## src/sv/scp_pkg.sv

```systemverilog
`timescale 1ns / 1ps
// ----------------------------------------------------------------------------
// scp_pkg
// Shared types, constants and command text tables of the sensor command parser.
// ----------------------------------------------------------------------------
package scp_pkg;

  // Command kinds as reported on the result side
  typedef enum logic [2:0] {
    KIND_OFF    = 3'd0,
    KIND_START  = 3'd1,
    KIND_STOP   = 3'd2,
    KIND_PERIOD = 3'd3,
    KIND_SCALE  = 3'd4,
    KIND_DISP   = 3'd5,
    KIND_NONE   = 3'd6
  } kind_e;

  localparam int unsigned NumCmds    = 6;
  localparam int unsigned NumExact   = 3;
  localparam logic [3:0]  PosMax     = 4'd15;
  localparam logic [3:0]  PosArgLo   = 4'd5;
  localparam logic [3:0]  PosArgHi   = 4'd6;
  localparam logic [3:0]  PosDigits  = 4'd7;
  localparam logic [11:0] AccumMax   = 12'd4095;
  localparam logic [11:0] PeriodMax  = 12'd3600;
  localparam logic [11:0] PeriodInit = 12'd3;
  localparam int unsigned ScaleBit   = 4;

  // Classified message handed from front to back
  typedef struct packed {
    kind_e       kind;
    logic        arg_ok;
    logic        arg_bit;
    logic [11:0] period;
  } msg_t;

  // Queue status seen by its producer and consumer
  typedef struct packed {
    logic empty;
    logic full;
  } qstat_t;

  // Length of each command text (prefix length for argument commands)
  function automatic logic [3:0] cmd_len(input logic [2:0] k);
    logic [3:0] len;
    case (k)
      3'd0:    len = 4'd3;
      3'd1:    len = 4'd5;
      3'd2:    len = 4'd4;
      3'd3:    len = 4'd7;
      3'd4:    len = 4'd6;
      3'd5:    len = 4'd5;
      default: len = 4'd0;
    endcase
    return len;
  endfunction

  // Character of command k at position p
  function automatic logic [7:0] cmd_char(input logic [2:0] k, input logic [3:0] p);
    logic [7:0] ch;
    ch = 8'h00;
    case (k)
      3'd0: begin
        case (p)
          4'd0:    ch = "O";
          4'd1:    ch = "F";
          4'd2:    ch = "F";
          default: ch = 8'h00;
        endcase
      end
      3'd1: begin
        case (p)
          4'd0:    ch = "S";
          4'd1:    ch = "T";
          4'd2:    ch = "A";
          4'd3:    ch = "R";
          4'd4:    ch = "T";
          default: ch = 8'h00;
        endcase
      end
      3'd2: begin
        case (p)
          4'd0:    ch = "S";
          4'd1:    ch = "T";
          4'd2:    ch = "O";
          4'd3:    ch = "P";
          default: ch = 8'h00;
        endcase
      end
      3'd3: begin
        case (p)
          4'd0:    ch = "P";
          4'd1:    ch = "E";
          4'd2:    ch = "R";
          4'd3:    ch = "I";
          4'd4:    ch = "O";
          4'd5:    ch = "D";
          4'd6:    ch = "=";
          default: ch = 8'h00;
        endcase
      end
      3'd4: begin
        case (p)
          4'd0:    ch = "S";
          4'd1:    ch = "C";
          4'd2:    ch = "A";
          4'd3:    ch = "L";
          4'd4:    ch = "E";
          4'd5:    ch = "=";
          default: ch = 8'h00;
        endcase
      end
      3'd5: begin
        case (p)
          4'd0:    ch = "D";
          4'd1:    ch = "I";
          4'd2:    ch = "S";
          4'd3:    ch = "P";
          4'd4:    ch = " ";
          default: ch = 8'h00;
        endcase
      end
      default: ch = 8'h00;
    endcase
    return ch;
  endfunction

endpackage

```

## src/sv/scp_front.sv

```systemverilog
`timescale 1ns / 1ps
// ----------------------------------------------------------------------------
// scp_front
// Byte matcher: tracks per-message parse state and classifies each message
// on its last byte into a record for the back end.
// ----------------------------------------------------------------------------
module scp_front (
  input  logic          clk_i,
  input  logic          rst_ni,
  input  logic          take_i,
  input  logic [7:0]    message_byte_i,
  input  logic          last_byte_i,
  output logic          msg_push_o,
  output scp_pkg::msg_t msg_o
);

  logic [3:0]  pos_q, pos_d;
  logic [5:0]  mask_q, mask_d;
  logic [11:0] acc_q, acc_d;
  logic        dok_q, dok_d;
  logic [7:0]  arg_q, arg_d;
  logic        end_q, end_d;

  logic [5:0]  mask_n;
  logic [3:0]  pos_n;
  logic [11:0] acc_n;
  logic        dok_n;
  logic [7:0]  arg_n;
  logic        end_n;
  logic [15:0] prod;
  logic        is_digit;

  // Advance the parse state by one byte
  always_comb begin
    mask_n   = mask_q;
    pos_n    = pos_q;
    acc_n    = acc_q;
    dok_n    = dok_q;
    arg_n    = arg_q;
    end_n    = end_q;
    is_digit = (message_byte_i >= "0") && (message_byte_i <= "9");
    prod     = ({4'd0, acc_q} * 16'd10) + {12'd0, message_byte_i[3:0]};
    if (!end_q) begin
      if (message_byte_i == 8'h00) begin
        end_n = 1'b1;
      end else begin
        for (int k = 0; k < scp_pkg::NumCmds; k++) begin
          if (pos_q < scp_pkg::cmd_len(3'(k))) begin
            if (scp_pkg::cmd_char(3'(k), pos_q) != message_byte_i) mask_n[k] = 1'b0;
          end else if (k < scp_pkg::NumExact) begin
            mask_n[k] = 1'b0;
          end
        end
        if (pos_q >= scp_pkg::PosDigits) begin
          if (is_digit) begin
            acc_n = (prod > {4'd0, scp_pkg::AccumMax}) ? scp_pkg::AccumMax : prod[11:0];
          end else begin
            dok_n = 1'b0;
          end
        end
        if (pos_q == scp_pkg::PosArgLo) begin
          arg_n = message_byte_i;
        end else if (pos_q == scp_pkg::PosArgHi && mask_n[scp_pkg::ScaleBit]) begin
          arg_n = message_byte_i;
        end
        if (pos_q != scp_pkg::PosMax) pos_n = pos_q + 4'd1;
      end
    end
  end

  // Classify the finished message
  always_comb begin
    msg_o.kind    = scp_pkg::KIND_NONE;
    msg_o.arg_ok  = 1'b0;
    msg_o.arg_bit = 1'b0;
    msg_o.period  = acc_n;
    if (mask_n[0] && pos_n == 4'd3) begin
      msg_o.kind   = scp_pkg::KIND_OFF;
      msg_o.arg_ok = 1'b1;
    end else if (mask_n[1] && pos_n == 4'd5) begin
      msg_o.kind   = scp_pkg::KIND_START;
      msg_o.arg_ok = 1'b1;
    end else if (mask_n[2] && pos_n == 4'd4) begin
      msg_o.kind   = scp_pkg::KIND_STOP;
      msg_o.arg_ok = 1'b1;
    end else if (mask_n[3] && pos_n >= 4'd7) begin
      msg_o.kind   = scp_pkg::KIND_PERIOD;
      msg_o.arg_ok = dok_n && (acc_n >= 12'd1) && (acc_n <= scp_pkg::PeriodMax);
    end else if (mask_n[4] && pos_n >= 4'd6) begin
      msg_o.kind    = scp_pkg::KIND_SCALE;
      msg_o.arg_ok  = (pos_n == 4'd7) && (arg_n == "F" || arg_n == "C");
      msg_o.arg_bit = (arg_n == "C");
    end else if (mask_n[5] && pos_n >= 4'd5) begin
      msg_o.kind    = scp_pkg::KIND_DISP;
      msg_o.arg_ok  = (pos_n == 4'd6) && (arg_n == "Y" || arg_n == "N");
      msg_o.arg_bit = (arg_n == "Y");
    end
  end

  assign msg_push_o = take_i && last_byte_i;

  // Load the next parse state; clear it after the last byte
  always_comb begin
    pos_d  = pos_q;
    mask_d = mask_q;
    acc_d  = acc_q;
    dok_d  = dok_q;
    arg_d  = arg_q;
    end_d  = end_q;
    if (take_i) begin
      if (last_byte_i) begin
        pos_d  = 4'd0;
        mask_d = '1;
        acc_d  = 12'd0;
        dok_d  = 1'b1;
        arg_d  = 8'h00;
        end_d  = 1'b0;
      end else begin
        pos_d  = pos_n;
        mask_d = mask_n;
        acc_d  = acc_n;
        dok_d  = dok_n;
        arg_d  = arg_n;
        end_d  = end_n;
      end
    end
  end

  always_ff @(posedge clk_i or negedge rst_ni) begin
    if (!rst_ni) begin
      pos_q  <= 4'd0;
      mask_q <= '1;
      acc_q  <= 12'd0;
      dok_q  <= 1'b1;
      arg_q  <= 8'h00;
      end_q  <= 1'b0;
    end else begin
      pos_q  <= pos_d;
      mask_q <= mask_d;
      acc_q  <= acc_d;
      dok_q  <= dok_d;
      arg_q  <= arg_d;
      end_q  <= end_d;
    end
  end

endmodule

```

## src/sv/scp_queue.sv

```systemverilog
`timescale 1ns / 1ps
// ----------------------------------------------------------------------------
// scp_queue
// Two-entry queue of classified messages between front and back end.
// ----------------------------------------------------------------------------
module scp_queue (
  input  logic           clk_i,
  input  logic           rst_ni,
  input  logic           push_i,
  input  scp_pkg::msg_t  data_i,
  input  logic           pop_i,
  output scp_pkg::msg_t  data_o,
  output scp_pkg::qstat_t stat_o
);

  scp_pkg::msg_t slot_q [2];
  logic       wr_q, wr_d;
  logic       rd_q, rd_d;
  logic [1:0] cnt_q, cnt_d;
  logic       do_push, do_pop;

  assign stat_o.empty = (cnt_q == 2'd0);
  assign stat_o.full  = (cnt_q == 2'd2);
  assign do_push      = push_i && !stat_o.full;
  assign do_pop       = pop_i && !stat_o.empty;
  assign data_o       = slot_q[rd_q];

  // Advance pointers and fill count
  always_comb begin
    wr_d  = do_push ? !wr_q : wr_q;
    rd_d  = do_pop ? !rd_q : rd_q;
    cnt_d = cnt_q + {1'b0, do_push} - {1'b0, do_pop};
  end

  always_ff @(posedge clk_i or negedge rst_ni) begin
    if (!rst_ni) begin
      wr_q  <= 1'b0;
      rd_q  <= 1'b0;
      cnt_q <= 2'd0;
    end else begin
      wr_q  <= wr_d;
      rd_q  <= rd_d;
      cnt_q <= cnt_d;
    end
  end

  // Store the pushed record
  always_ff @(posedge clk_i) begin
    if (do_push) slot_q[wr_q] <= data_i;
  end

endmodule

```

## src/sv/scp_back.sv

```systemverilog
`timescale 1ns / 1ps
// ----------------------------------------------------------------------------
// scp_back
// Executes classified commands on the kept settings and holds the result
// in an output register until it is taken.
// ----------------------------------------------------------------------------
module scp_back (
  input  logic            clk_i,
  input  logic            rst_ni,
  input  scp_pkg::msg_t   msg_i,
  input  scp_pkg::qstat_t qstat_i,
  output logic            msg_pop_o,
  input  logic            pop_i,
  output logic            empty_o,
  output logic [2:0]      command_kind_o,
  output logic            invalid_o,
  output logic            power_off_o,
  output logic            sending_o,
  output logic            celsius_o,
  output logic            display_on_o,
  output logic [11:0]     period_seconds_o
);

  logic        off_q, off_d;
  logic        send_q, send_d;
  logic        cel_q, cel_d;
  logic        disp_q, disp_d;
  logic [11:0] per_q, per_d;
  logic        ovld_q, ovld_d;
  logic [2:0]  okind_q;
  logic        oinv_q;
  logic        ooff_q, osend_q, ocel_q, odisp_q;
  logic [11:0] oper_q;
  logic        load;

  // Take a record when the output slot is free or being emptied
  assign load      = !qstat_i.empty && (!ovld_q || pop_i);
  assign msg_pop_o = load;

  // Apply the command to the settings
  always_comb begin
    off_d  = off_q;
    send_d = send_q;
    cel_d  = cel_q;
    disp_d = disp_q;
    per_d  = per_q;
    if (load && msg_i.arg_ok) begin
      case (msg_i.kind)
        scp_pkg::KIND_OFF:    off_d  = 1'b1;
        scp_pkg::KIND_START:  send_d = 1'b1;
        scp_pkg::KIND_STOP:   send_d = 1'b0;
        scp_pkg::KIND_PERIOD: per_d  = msg_i.period;
        scp_pkg::KIND_SCALE:  cel_d  = msg_i.arg_bit;
        scp_pkg::KIND_DISP:   disp_d = msg_i.arg_bit;
        default:              off_d  = off_q;
      endcase
    end
  end

  // Track output slot occupancy
  always_comb begin
    ovld_d = ovld_q;
    if (load) begin
      ovld_d = 1'b1;
    end else if (pop_i) begin
      ovld_d = 1'b0;
    end
  end

  always_ff @(posedge clk_i or negedge rst_ni) begin
    if (!rst_ni) begin
      off_q  <= 1'b0;
      send_q <= 1'b1;
      cel_q  <= 1'b0;
      disp_q <= 1'b1;
      per_q  <= scp_pkg::PeriodInit;
      ovld_q <= 1'b0;
    end else begin
      off_q  <= off_d;
      send_q <= send_d;
      cel_q  <= cel_d;
      disp_q <= disp_d;
      per_q  <= per_d;
      ovld_q <= ovld_d;
    end
  end

  // Capture the result with the updated settings
  always_ff @(posedge clk_i) begin
    if (load) begin
      okind_q <= msg_i.kind;
      oinv_q  <= !msg_i.arg_ok;
      ooff_q  <= off_d;
      osend_q <= send_d;
      ocel_q  <= cel_d;
      odisp_q <= disp_d;
      oper_q  <= per_d;
    end
  end

  assign empty_o          = !ovld_q;
  assign command_kind_o   = okind_q;
  assign invalid_o        = oinv_q;
  assign power_off_o      = ooff_q;
  assign sending_o        = osend_q;
  assign celsius_o        = ocel_q;
  assign display_on_o     = odisp_q;
  assign period_seconds_o = oper_q;

endmodule

```

## src/sv/sensor_command_parser_top.sv

```systemverilog
`timescale 1ns / 1ps
// ----------------------------------------------------------------------------
// sensor_command_parser_top
// Parses framed text commands one byte per cycle and reports the command
// kind, a reject flag and the kept sensor settings once per message.
// ----------------------------------------------------------------------------
//  channel  | handshake          | payload
//  ---------+--------------------+-----------------------------------------
//  input    | push / full        | message_byte_i, last_byte_i
//  result   | pop / empty        | command_kind_o, invalid_o, power_off_o,
//           |                    | sending_o, celsius_o, display_on_o,
//           |                    | period_seconds_o
//
// One byte is taken per cycle while full is low; the byte matcher updates
// its state in the cycle of the transfer. A message's result reaches the
// result ports through the message queue, then the output register, with
// one result per cycle sustained while pop is held.
// After reset the settings are off 0, sending 1, Celsius 0, display 1,
// period 3. full rises while the two-entry message queue is full, which
// happens only when results are not popped.
// ----------------------------------------------------------------------------
module sensor_command_parser_top (
  input  logic        clk_i,
  input  logic        rst_ni,
  input  logic        push,
  output logic        full,
  input  logic [7:0]  message_byte_i,
  input  logic        last_byte_i,
  input  logic        pop,
  output logic        empty,
  output logic [2:0]  command_kind_o,
  output logic        invalid_o,
  output logic        power_off_o,
  output logic        sending_o,
  output logic        celsius_o,
  output logic        display_on_o,
  output logic [11:0] period_seconds_o
);

  scp_pkg::msg_t   front_msg;
  scp_pkg::msg_t   back_msg;
  scp_pkg::qstat_t qstat;
  logic            take;
  logic            msg_push;
  logic            msg_pop;

  // Accept a byte on each transfer
  assign full = qstat.full;
  assign take = push && !qstat.full;

  scp_front u_front (
    .clk_i          (clk_i),
    .rst_ni         (rst_ni),
    .take_i         (take),
    .message_byte_i (message_byte_i),
    .last_byte_i    (last_byte_i),
    .msg_push_o     (msg_push),
    .msg_o          (front_msg)
  );

  scp_queue u_queue (
    .clk_i  (clk_i),
    .rst_ni (rst_ni),
    .push_i (msg_push),
    .data_i (front_msg),
    .pop_i  (msg_pop),
    .data_o (back_msg),
    .stat_o (qstat)
  );

  scp_back u_back (
    .clk_i            (clk_i),
    .rst_ni           (rst_ni),
    .msg_i            (back_msg),
    .qstat_i          (qstat),
    .msg_pop_o        (msg_pop),
    .pop_i            (pop),
    .empty_o          (empty),
    .command_kind_o   (command_kind_o),
    .invalid_o        (invalid_o),
    .power_off_o      (power_off_o),
    .sending_o        (sending_o),
    .celsius_o        (celsius_o),
    .display_on_o     (display_on_o),
    .period_seconds_o (period_seconds_o)
  );

endmodule

```

## config.mk

```make
export PLATFORM = sky130hd
export DESIGN_NAME = sensor_command_parser_top
export DESIGN_NICKNAME = d
export VERILOG_FILES = /design/src/sv/scp_pkg.sv /design/src/sv/scp_front.sv /design/src/sv/scp_queue.sv /design/src/sv/scp_back.sv /design/src/sv/sensor_command_parser_top.sv
export SDC_FILE = /design/constraint.sdc
export NUM_CORES = 1
export LEC_CHECK = 0
export BUFFER_PORTS_ARGS = -buffer_cell sky130_fd_sc_hd__buf_2
export CORE_MARGIN = 2
export CORE_UTILIZATION = 33
export DETAILED_ROUTE_END_ITERATION = 16
export SLEW_MARGIN = 10
export SYNTH_ARGS = -nofsm -noshare
export SYNTH_HDL_FRONTEND = slang
export SYNTH_HIERARCHICAL = 1
export SYNTH_SLANG_ARGS = --single-unit
```

## constraint.sdc

```tcl
create_clock -name clk_i -period 6.2 [get_ports clk_i]
set_input_delay 1.55 -clock clk_i [delete_from_list [all_inputs] [get_ports clk_i]]
set_output_delay 1.55 -clock clk_i [all_outputs]
set_load 0.05 [all_outputs]
```

==> out/summary.log, run 1 <==
INFO  finish         final_layout_size_suffix_gt1_share=18.5%
INFO  yosys          yosys_warnings=6
INFO  clock_tree     clk-insertion-delay-late=0.35ns
INFO  global_routing gr_peak_layer=met2
INFO  power_and_ir_drop clkPwrFrac=20.8%
INFO  finish         final_cells=902
INFO  finish         layout_commonest_cell=edfxtp_1
INFO  place          dpl_worst_slack=1.10ns
INFO  clock_tree     cts.root.buffer_cell=clkbuf_16
INFO  place          place_inst=886
INFO  worst_setup_path crit_path_max_incr_delay=0.41ns
INFO  finish         final_nets=677
INFO  global_routing number_of_antenna_violations_at_the_first_check_in_global_routing=0
INFO  drt            ant_nets=0
INFO  yosys          syn_nets=657
INFO  worst_setup_path critPathLaunchType=input port
INFO  finish         layout_common_cells=edfxtp_1 (54), nor2_1 (45), dfrtp_1 (42), nand2_1 (37), buf_2 (34)
INFO  yosys          synth_area_per_cell=10.8squm
INFO  worst_setup_path critical_path_class=input port to register
INFO  power_and_ir_drop power.sequential.fraction=39.8%
INFO  place          routabilityCongestion=0.888
INFO  power_and_ir_drop switching_share=39.3%
INFO  timing         timing.final.hold_violations=0
INFO  drt            routed_via_count=4836
INFO  timing         layout_setup_ws=1.43ns
INFO  clock_tree     maximum_number_of_buffers_from_clock_root_to_sink=2
INFO  timing         total_neg_setup_slack=0ns
INFO  worst_setup_path cp.required=6.29ns
INFO  clock_tree     tritoncts.num_buffers=9
INFO  clock_tree     cts_tree=done
INFO  clock_tree     clock-sinks=107
INFO  power_and_ir_drop pwr-share-comb=39.4%
INFO  global_routing grt_overflow_total=0
INFO  run_status     run_status=finished clean
INFO  timing         holdWs=0.468ns
INFO  yosys          synth_register_bits=107
INFO  floorplan      floorplan.core_area=19500squm
INFO  floorplan      i_o_pin_total=35
INFO  drt            dr.first_iter.drc_count=363
INFO  global_routing grt_util_all_layers=13.7%
INFO  worst_setup_path critPathMaxFanout=18
INFO  timing         grt_setup_unrepaired=no
INFO  place          hpwl_after_detailed_placement=10.5mm
INFO  floorplan      design.die.area=21100squm
INFO  flow_run       max_cap_violations=0
INFO  floorplan      placement_rows=51
INFO  finish         regArea=2960squm
INFO  drt            route.detailed.vias_per_inst=5.36
INFO  yosys          synthArstFlopShare=49.5%
INFO  hold_path      hold_class=register to register
INFO  worst_setup_path slowest_stage=o21ai_2
INFO  global_routing grt_first_pass_wirelength=24.1mm
INFO  timing         slew_viol_final=0
INFO  global_routing met1_usage=19.0%
INFO  finish         final_cell_area=7250squm
INFO  finish         antenna_cells_inserted=0
INFO  timing         timing.clock.skew=0.0107ns
INFO  yosys          synth_sequential_area_ratio=45.0%
INFO  power_and_ir_drop p_int=1.62mW
INFO  power_and_ir_drop power.net_switching=1.05mW
INFO  drt            drc=0
INFO  yosys          syn_inst=612
INFO  yosys          synth_enable_flop_cells=54
INFO  timing         timing.max_slew.rel_slack=36.8%
INFO  worst_setup_path nature_of_the_critical_path_endpoint=register
INFO  worst_setup_path critical-path-top-cell-by-count=or3_1
INFO  timing         timing.final.setup_violations=0
INFO  clock_tree     path_clk_slew=0.08ns
INFO  power_and_ir_drop cellLeakagePower=2.98nW
INFO  worst_setup_path setup.reg_to_reg.worst_slack=1.90ns
INFO  finish         fillers=1974
INFO  global_routing first_global_vias=4695
INFO  clock_tree     cts.repair_timing.setup_buffer_count=0
INFO  floorplan      effective_utilization_at_floorplan=33.7%
INFO  floorplan      floorplan.die.width=145um
INFO  power_and_ir_drop power-per-cell-area=368nW/um^2
INFO  timing         timing.final.crit_share=76.9%
INFO  yosys          syn_area=6580squm
INFO  finish         area_growth_syn_to_layout=10.1%
INFO  global_routing globalRouteMet3Util=1.89%
INFO  timing         timing.final.crit_period=4.77ns
INFO  worst_setup_path cp.arrival=4.86ns
INFO  place          placement.cell_area=6950squm
INFO  global_routing grt_max_degree=54
INFO  yosys          synth_flop_cell=edfxtp_1
INFO  drt            wire_per_inst=16.3um
INFO  drt            finalWirelength=14.7mm
INFO  finish         multi_input_area=3370squm
INFO  place          place.port_buffers=34
INFO  drt            detailed_routing_iterations_pass_1=7
INFO  power_and_ir_drop irDropWorstVdd=126uV
INFO  floorplan      die_y=145um
INFO  worst_setup_path cp_cell_sequence=buf_2 > ha_1 > fa_1 > and2_1 > o21ai_1 > or3_1 > or3_1 > and4_1 > o21ai_2 > o22ai_1 > o21ai_0 > nand4_1 > a31o_1
INFO  clock_tree     htree_levels=3
INFO  clock_tree     cts_repair_resize_count=0
INFO  yosys          synth.lib_cells_used.distinct=81
INFO  clock_tree     hold_buffers=0
INFO  global_routing met2_track_demand_over_resource_in_global_routing=22.1%
INFO  timing         fmax=210MHz
INFO  timing         worst_tran_pin_value=0.944ns
stage by stage:
stage / utilization, % / power, mW
after floorplan: - / 1.92
after global placement: 35.6 / 2.10
after detailed placement: 35.6 / 2.12
after CTS: 37.1 / 2.68
after global routing: 37.1 / 2.82
final: 37.1 / 2.67
worst max-delay path, delay by kind of cell:
kind	cells	cell delay [ns]
AND/OR/NAND/NOR	5	1.31
AO/OA/AOI/OAI	5	1.21
adder cells (fa/ha/maj)	2	0.47
buffers and inverters	1	0.33
cells in the mapped netlist (4+ instances only):
| cell type | instances | area [sq um] |
|---|---|---|
| clkbuf_1 | 12 | 45.0 |
| o22ai_1 | 8 | 50.1 |
| mux2i_1 | 8 | 80.1 |
| nor4_1 | 4 | 25.0 |
| mux2_4 | 9 | 135 |
| nor2_1 | 45 | 169 |
| nand3_1 | 13 | 65.1 |
| o211ai_1 | 5 | 37.5 |
| xor2_1 | 10 | 87.6 |
| dfrtp_1 | 42 | 1050 |
| o21ai_0 | 25 | 125 |
| dfstp_2 | 11 | 289 |
| mux2_2 | 23 | 259 |
| nor3b_1 | 5 | 37.5 |
| and3_1 | 6 | 37.5 |
| nand3b_1 | 4 | 30.0 |
| a22o_1 | 19 | 166 |
| edfxtp_1 | 54 | 1620 |
| nand4_1 | 9 | 56.3 |
| a31oi_1 | 4 | 25.0 |
| o22a_1 | 8 | 70.1 |
| nand2_1 | 37 | 139 |
| nor3_1 | 18 | 90.1 |
| nor2b_1 | 4 | 25.0 |
| buf_2 | 11 | 55.1 |
| ha_1 | 30 | 375 |
| a21oi_1 | 32 | 160 |
| nand2b_1 | 21 | 131 |
| and2_1 | 4 | 25.0 |
| o2bb2ai_1 | 5 | 43.8 |
| inv_1 | 18 | 67.6 |
| xnor2_1 | 24 | 210 |
layout make-up:
class | count | share of cell area [%]
timing repair buffer | 41 | 3.07
sequential | 107 | 40.9
clock buffer | 9 | 3.11
multi-input combinational | 454 | 46.5
inverter | 19 | 0.984
tap | 265 | 4.58
clock inverter | 7 | 0.932
registers in the layout (all words and copies together) (netlist names), 2 cells and up:
signal,count
u_queue/cnt_q,2
u_queue/slot_q,34
u_front/pos_q,4
u_front/mask_q,6
u_back/command_kind_o,3
u_back/period_seconds_o,12
u_back/per_q,12
u_front/acc_q,12
u_front/arg_q,8
kinds of logic after synthesis:
logic type               after synthesis  synth area share (%)
AO/OA/AOI/OAI                        151                  16.3
XOR/XNOR                              34                  4.52
adder cells (fa/ha/maj)               32                  6.31
buffers and inverters                 51                  3.88
flip-flops                           107                  45.0
multiplexers                          42                  7.55
AND/OR/NAND/NOR                      195                  16.4
per-layer routing:
metal	routed length, um	vias to the layer above
met1	7160	2362
met4	176	0
met5	0	-
met2	6700	135
li1	-	2323
met3	645	16
path summary, 6_finish.rpt:
| path | startpoint | to | cells past startpoint |
|---|---|---|---|
| min reg2reg | u_front/mask_q[2]$_DFFE_PN1P_ | u_front/mask_q[2]$_DFFE_PN1P_ | 2 |
| min | u_front/mask_q[2]$_DFFE_PN1P_ | u_front/mask_q[2]$_DFFE_PN1P_ | 2 |
| min in group asynchronous | rst_ni | u_back/per_q[8]$_DFF_PN0_ | 2 |
| max | message_byte_i[1] | u_queue/slot_q[0][13]$_DFFE_PP_ | 13 |
| max in group asynchronous | rst_ni | u_front/pos_q[2]$_DFFE_PN0P_ | 2 |
| max reg2reg | u_front/acc_q[1]$_DFFE_PN0P_ | u_queue/slot_q[0][13]$_DFFE_PP_ | 14 |
power by group through the flow:
stage | registers (mW) | logic (mW) | clock network [mW]
finish | 1.06 | 1.05 | 0.556
global route | 1.08 | 1.14 | 0.601
CTS | 1.06 | 1.05 | 0.568
detailed placement | 1.08 | 1.04 | 0
global placement | 1.07 | 1.02 | 0
floorplan | 1.24 | 0.671 | 0
Power figures use the tool's default switching activity.
==> inputs of run 2 (changes only) <==
clock period = 4 ns   (was 6.2 ns; I/O delays follow)
==> run 2 against run 1 <==
Against the previous run: register-to-register slack got worse by 1.7 ns; global-route usage rose by 0.57 points; power rose by 60%; critical path type is now register to register; critical endpoint is now u_queue/slot_q[1][13]$_DFFE_PP_; highest routed layer unchanged.
==> out/summary.log, run 2 (synthesis gave the netlist of run 1 again) <==
INFO  run_status     run_status=finished clean
INFO  timing         timing.max_slew.rel_slack=47.3% [+10 points]
INFO  timing         total_neg_setup_slack=0ns [unchanged]
INFO  drt            dr.first_iter.drc_count=342 [-5.8%]
INFO  clock_tree     path_clk_slew=0.07ns [about the same]
INFO  place          place_inst=912 [+2.9%]
INFO  global_routing grt_first_pass_wirelength=24.9mm [+3.5%]
INFO  power_and_ir_drop clkPwrFrac=21.7% [+0.9 points]
INFO  place          hpwl_after_detailed_placement=11.2mm [+6.6%]
INFO  drt            routed_via_count=4898 [+1.3%]
INFO  global_routing grt_max_degree=28 [-48%]
INFO  finish         layout_common_cells=edfxtp_1 (54), nor2_1 (45), dfrtp_1 (42), nand2_1 (37), buf_4 (35)
INFO  finish         top_register=u_queue/slot_q
INFO  power_and_ir_drop power-per-cell-area=567nW/um^2 [+54%]
INFO  worst_setup_path nature_of_the_critical_path_endpoint=register
INFO  timing         timing.clock.skew=0.0115ns [+0.000793 ns]
INFO  floorplan      placement_rows=51 [unchanged]
INFO  drt            detailed_routing_iterations_pass_1=5 [-2]
INFO  power_and_ir_drop power.net_switching=1.64mW [+57%]
INFO  drt            drc=0 [unchanged]
INFO  power_and_ir_drop pwr-share-comb=40.3% [+0.9 points]
INFO  finish         final_nets=705 [+4.1%]
INFO  worst_setup_path cp.arrival=3.88ns [-0.98 ns]
INFO  floorplan      floorplan.die.width=145um [unchanged]
INFO  power_and_ir_drop p_int=2.61mW [+61%]
INFO  drt            ant_nets=0 [unchanged]
INFO  worst_setup_path critPathLaunchType=register
INFO  global_routing number_of_antenna_violations_at_the_first_check_in_global_routing=0 [unchanged]
INFO  place          dpl_worst_slack=0.0816ns [-1.02 ns]
INFO  hold_path      hold_class=register to register
INFO  flow_run       max_cap_violations=0 [unchanged]
INFO  clock_tree     maximum_number_of_buffers_from_clock_root_to_sink=2 [unchanged]
INFO  finish         antenna_cells_inserted=0 [unchanged]
INFO  clock_tree     clock-sinks=107 [unchanged]
INFO  timing         holdWs=0.475ns [+0.00718 ns]
INFO  floorplan      design.die.area=21100squm [unchanged]
INFO  timing         layout_setup_ws=0.215ns [-1.21 ns]
INFO  worst_setup_path critPathMaxFanout=8 [-10]
INFO  finish         final_cells=930 [+3.1%]
INFO  power_and_ir_drop power.sequential.fraction=38.0% [-1.8 points]
INFO  floorplan      floorplan.core_area=19500squm [unchanged]
INFO  floorplan      effective_utilization_at_floorplan=33.7% [unchanged]
INFO  finish         final_cell_area=7510squm [+3.6%]
INFO  place          place.port_buffers=34 [unchanged]
INFO  finish         area_growth_syn_to_layout=14.1%
INFO  clock_tree     htree_levels=3 [unchanged]
INFO  global_routing grt_util_all_layers=14.3% [+0.57 points]
INFO  clock_tree     cts.root.buffer_cell=clkbuf_16
INFO  place          routabilityCongestion=0.888 [about the same]
INFO  worst_setup_path critical_path_class=register to register
INFO  global_routing first_global_vias=4825 [+2.8%]
INFO  global_routing grt_overflow_total=0 [unchanged]
INFO  timing         timing.final.crit_share=94.6%
INFO  finish         utilization=38.5% [+1.3 points]
INFO  clock_tree     clk-insertion-delay-late=0.35ns [about the same]
INFO  timing         grt_setup_unrepaired=no
INFO  finish         final_layout_size_suffix_gt1_share=22.9% [+4.3 points]
INFO  timing         fmax=264MHz
INFO  power_and_ir_drop cellLeakagePower=3.13nW [+5.0%]
INFO  drt            route.detailed.vias_per_inst=5.27 [-1.8%]
INFO  place          placement.cell_area=7150squm [+2.8%]
INFO  timing         slew_viol_final=0 [unchanged]
INFO  clock_tree     cts_tree=done
INFO  floorplan      i_o_pin_total=35 [unchanged]
INFO  timing         worst_tran_pin_value=0.791ns [-0.153 ns]
INFO  finish         largest_register_ffs=34 [unchanged]
INFO  power_and_ir_drop irDropWorstVdd=181uV [+44%]
INFO  drt            wire_per_inst=16.2um [-0.47%]
INFO  drt            finalWirelength=15.1mm [+2.6%]
INFO  floorplan      die_y=145um [unchanged]
INFO  timing         timing.final.hold_violations=0 [unchanged]
INFO  power_and_ir_drop switching_share=38.6% [-0.71 points]
INFO  timing         timing.final.setup_violations=0 [unchanged]
INFO  clock_tree     hold_buffers=0 [unchanged]
INFO  timing         timing.final.crit_period=3.78ns
INFO  clock_tree     tritoncts.num_buffers=9 [unchanged]
INFO  finish         layout_commonest_cell=edfxtp_1
INFO  power_and_ir_drop power=4.26mW [+60%]
INFO  worst_setup_path cp.required=4.09ns [-2.20 ns]
run 2: area by class of cell:
cell class                      count  area, sq um
Multi-Input combinational cell    454         3400
Sequential cell                   107         2960
Tap cell                          265          332
Timing Repair Buffer               69          433
Fill cell                        1920        12000
Inverter                           19         71.3
Clock buffer                        9          225
Clock inverter                      7         90.1
run 2: power groups by stage:
| stage | registers, mW | clock network, mW | logic (mW) |
|---|---|---|---|
| global route | 1.65 | 0.994 | 1.86 |
| finish | 1.62 | 0.925 | 1.71 |
| global placement | 1.63 | 0 | 1.68 |
| CTS | 1.62 | 0.944 | 1.72 |
| detailed placement | 1.64 | 0 | 1.70 |
| floorplan | 1.93 | 0 | 1.04 |
run 2: final timing paths:
kind	startpoint	end	slack, ns	cells past startpoint
hold reg to reg	u_back/off_q$_DFF_PN0_	u_back/off_q$_DFF_PN0_	0.48	1
hold / removal	u_back/off_q$_DFF_PN0_	u_back/off_q$_DFF_PN0_	0.48	1
min in group asynchronous	rst_ni	u_front/acc_q[8]$_DFFE_PN0P_	0.66	1
setup / recovery	u_front/acc_q[3]$_DFFE_PN0P_	u_queue/slot_q[1][13]$_DFFE_PP_	0.22	14
setup reg to reg	u_front/acc_q[3]$_DFFE_PN0P_	u_queue/slot_q[1][13]$_DFFE_PP_	0.22	14
max in group asynchronous	rst_ni	u_front/mask_q[4]$_DFFE_PN1P_	2.46	2
run 2: timing repair:
| item | in CTS | in global routing |
|---|---|---|
| setup endpoints to repair | 0 | 2 |
| hold endpoints to repair | 0 | 0 |
| setup buffers | 0 | 2 |
| resized for setup | 0 | 8 |
run 2: critical path, cell delays in order, from the launching register on:
cell and delay (ns):
dfrtp_1 0.44, ha_1 0.29, ha_1 0.23, inv_1 0.08, fa_2 0.46, nand2b_1 0.19
nor3_2 0.21, nand2_1 0.15, nor4_4 0.29, and4_2 0.32, o21ai_4 0.10, o22a_1 0.27
nor2_1 0.13, o2111ai_1 0.12, a31o_1 0.26
run 2: routing by layer:
metal / vias to the layer above / global-route usage (%) / routed length [um]
met2: 126 / 22.6 / 6920
met3: 12 / 1.64 / 650
met1: 2381 / 20.2 / 7290
met5: - / 0 / 0
met4: 0 / 4.95 / 194
li1: 2379 / - / -
==> inputs of run 3 (changes only) <==
MAX_ROUTING_LAYER = met4   (was unset)
RECOVER_POWER = 25   (was unset)
==> run 3 against run 2 <==
Against the previous run: the flow now finishes with violations (max-capacitance violations, max-slew violations); non-clock buffer count down 2; fmax down 1.5%; global-route usage up 0.53 points; flip-flop and latch count unchanged; routed wire length up 0.51%; final cell count down 0.22%; via count about the same; critical path type unchanged.
==> out/summary.log, run 3 (synthesis gave the netlist of run 1 again) <==
INFO  floorplan      effective_utilization_at_floorplan=33.7% [unchanged]
INFO  power_and_ir_drop power-per-cell-area=563nW/um^2 [-0.59%]
INFO  finish         final_cell_area=7440squm [-0.92%]
INFO  worst_setup_path setup.reg_to_reg.worst_slack=0.16ns [-0.06 ns]
INFO  drt            finalWirelength=15.1mm [+0.51%]
INFO  finish         top_register=u_queue/slot_q
INFO  global_routing grt_overflow_total=0 [unchanged]
INFO  timing         timing.final.crit_period=3.84ns [+0.0574 ns]
INFO  timing         grt_setup_unrepaired=no
INFO  clock_tree     htree_levels=3 [unchanged]
INFO  finish         largest_register_ffs=34 [unchanged]
INFO  hold_path      timing.hold.worst.start=u_front/mask_q[2]$_DFFE_PN1P_
INFO  drt            routed_via_count=4899 [+0.020%]
INFO  drt            detailed_routing_iterations_pass_1=5 [unchanged]
INFO  worst_setup_path endpoint_of_the_lowest_slack_register_to_register_path=u_queue/slot_q[1][13]$_DFFE_PP_
INFO  power_and_ir_drop irDropWorstVdd=181uV [about the same]
INFO  timing         timing.final.setup_violations=0 [unchanged]
INFO  timing         slew_viol_final=28 [+28]
INFO  drt            ant_nets=0 [unchanged]
INFO  timing         timing.max_slew.rel_slack=-6.75% [-54 points]
INFO  global_routing number_of_antenna_violations_at_the_first_check_in_global_routing=0 [unchanged]
INFO  worst_setup_path critPathMaxFanout=6 [-2]
INFO  worst_setup_path nature_of_the_critical_path_endpoint=register
INFO  clock_tree     tritoncts.num_buffers=9 [unchanged]
INFO  timing         total_neg_setup_slack=0ns [unchanged]
INFO  drt            wire_per_inst=16.3um [+0.73%]
INFO  hold_path      hold_class=register to register
INFO  worst_setup_path cp.arrival=3.95ns [+0.07 ns]
INFO  hold_path      hold_end=u_front/mask_q[2]$_DFFE_PN1P_
INFO  timing         timing.final.hold_violations=0 [unchanged]
INFO  clock_tree     path_clk_slew=0.08ns [about the same]
INFO  floorplan      design.die.area=21100squm [unchanged]
INFO  clock_tree     maximum_number_of_buffers_from_clock_root_to_sink=2 [unchanged]
INFO  finish         regArea=2960squm [unchanged]
INFO  timing         timing.final.crit_share=96.1% [+1.4 points]
INFO  finish         layout_common_cells=edfxtp_1 (54), nor2_1 (45), dfrtp_1 (42), nand2_1 (37), buf_2 (33)
INFO  place          hpwl_after_detailed_placement=11.4mm [+1.8%]
INFO  global_routing grt_util_all_layers=14.8% [+0.53 points]
INFO  hold_path      number_of_stages_on_the_worst_hold_path=2 [+1]
INFO  place          routabilityCongestion=0.908 [+2.2%]
INFO  worst_setup_path cp.required=4.10ns [about the same]
INFO  timing         timing.clock.skew=0.00795ns [-0.00356 ns]
INFO  drt            drc=0 [unchanged]
INFO  floorplan      placement_rows=51 [unchanged]
INFO  run_status     run_status=finished with violations
INFO  power_and_ir_drop cellLeakagePower=3.09nW [-1.3%]
INFO  worst_setup_path worstRegToRegCells=14 [unchanged]
INFO  worst_setup_path critPathLaunchType=register
INFO  global_routing grt_first_pass_wirelength=25.0mm [+0.44%]
INFO  drt            route.detailed.vias_per_inst=5.28 [+0.24%]
INFO  finish         area_growth_syn_to_layout=13.0%
INFO  drt            dr.first_iter.drc_count=316 [-7.6%]
INFO  worst_setup_path critical_path_class=register to register
INFO  floorplan      i_o_pin_total=35 [unchanged]
INFO  timing         fmax=260MHz [-1.5%]
INFO  finish         multi_input_area=3370squm [-0.74%]
INFO  finish         layout_commonest_cell=edfxtp_1
INFO  floorplan      die_y=145um [unchanged]
INFO  finish         fillers=1960 [+2.1%]
INFO  flow_run       max_cap_violations=1 [+1]
INFO  global_routing grt_max_degree=28 [unchanged]
INFO  place          place.port_buffers=34 [unchanged]
INFO  timing         worst_tran_pin_value=1.60ns [+0.810 ns]
INFO  finish         final_nets=703 [-0.28%]
INFO  clock_tree     clk-insertion-delay-late=0.35ns [about the same]
INFO  place          placement.cell_area=7150squm [unchanged]
INFO  floorplan      floorplan.core_area=19500squm [unchanged]
INFO  floorplan      floorplan.die.width=145um [unchanged]
INFO  worst_setup_path rr_startpoint=u_front/acc_q[3]$_DFFE_PN0P_
INFO  run_status     failed_checks=max-capacitance violations, max-slew violations
INFO  finish         final_layout_size_suffix_gt1_share=20.7% [-2.2 points]
INFO  clock_tree     hold_buffers=0 [unchanged]
INFO  global_routing first_global_vias=4768 [-1.2%]
INFO  clock_tree     cts_tree=done
INFO  clock_tree     clock-sinks=107 [unchanged]
INFO  finish         antenna_cells_inserted=0 [unchanged]
INFO  clock_tree     cts.root.buffer_cell=clkbuf_16
-- run 3: cell types whose count changed in the layout (fill, tap and decap cells not counted), sizes merged --
cell	delta
clkbuf	+4
bufinv	-1
buf	-6
inv	+2
clkinv	-1
-- run 3: layout make-up --
cell class	instances	area share [%]
Timing Repair Buffer	67	5.45
Tap cell	265	4.46
Multi-Input combinational cell	454	45.3
Clock inverter	7	0.992
Clock buffer	9	3.03
Inverter	19	0.959
Sequential cell	107	39.8
-- run 3: timing repair --
item,in CTS,in global routing
gates resized for setup,0,3
hold endpoints to repair,0,0
endpoints found under the setup margin,0,2
buffers inserted,0,0
-- run 3: worst max-delay path by stage --
stage,endpoint,from,slack [ns]
3_5_place_dp,u_queue/slot_q[1][13]$_DFFE_PP_,message_byte_i[1],0.07
4_1_cts,u_queue/slot_q[0][13]$_DFFE_PP_,u_front/acc_q[3]$_DFFE_PN0P_,0.13
2_1_floorplan,u_queue/slot_q[0][13]$_DFFE_PP_,u_front/acc_q[1]$_DFFE_PN0P_,0.42
5_1_grt,u_queue/slot_q[1][13]$_DFFE_PP_,u_front/acc_q[3]$_DFFE_PN0P_,0.002
6_report,u_queue/slot_q[1][13]$_DFFE_PP_,u_front/acc_q[3]$_DFFE_PN0P_,0.16
3_3_place_gp,u_queue/slot_q[0][13]$_DFFE_PP_,message_byte_i[1],0.21
-- run 3: layer usage --
layer / track usage [%] / wire length (um) / up-vias
met4: 4.56 / 213 / 0
li1: - / - / 2376
met1: 20.4 / 7310 / 2409
met5: - / 0 / -
met3: 2.55 / 649 / 15
met2: 22.3 / 6960 / 99
-- run 3: power by group --
group	total [mW]	internal (mW)	switching, mW
combinational	1.69	0.591	1.10
sequential	1.63	1.51	0.119
clock	0.879	0.445	0.434
-- run 3: stage by stage --
| stage | std cells | power, mW | utilization [%] | hold WS (ns) | setup slack [ns] |
|---|---|---|---|---|---|
| after floorplan | 612 | 2.97 | - | 0.419 | 0.423 |
| after global placement | 912 | 3.32 | 36.6 | 0.452 | 0.209 |
| after detailed placement | 912 | 3.35 | 36.6 | 0.471 | 0.0678 |
| after CTS | 928 | 4.24 | 38.1 | 0.483 | 0.128 |
| after global routing | 928 | 4.45 | 38.1 | 0.500 | 0.00200 |
| final | 928 | 4.19 | 38.1 | 0.480 | 0.158 |
-- run 3: worst max-delay path, cell delays in order (launching register included) --
cell	delay (ns)
dfrtp_1	0.43
ha_1	0.30
ha_1	0.24
inv_1	0.08
fa_1	0.45
nand2b_1	0.20
nor3_2	0.28
nand2_1	0.18
nor4_4	0.25
and4_1	0.31
o21ai_4	0.11
o22a_1	0.28
nor2_1	0.12
o2111ai_1	0.11
a31o_1	0.26
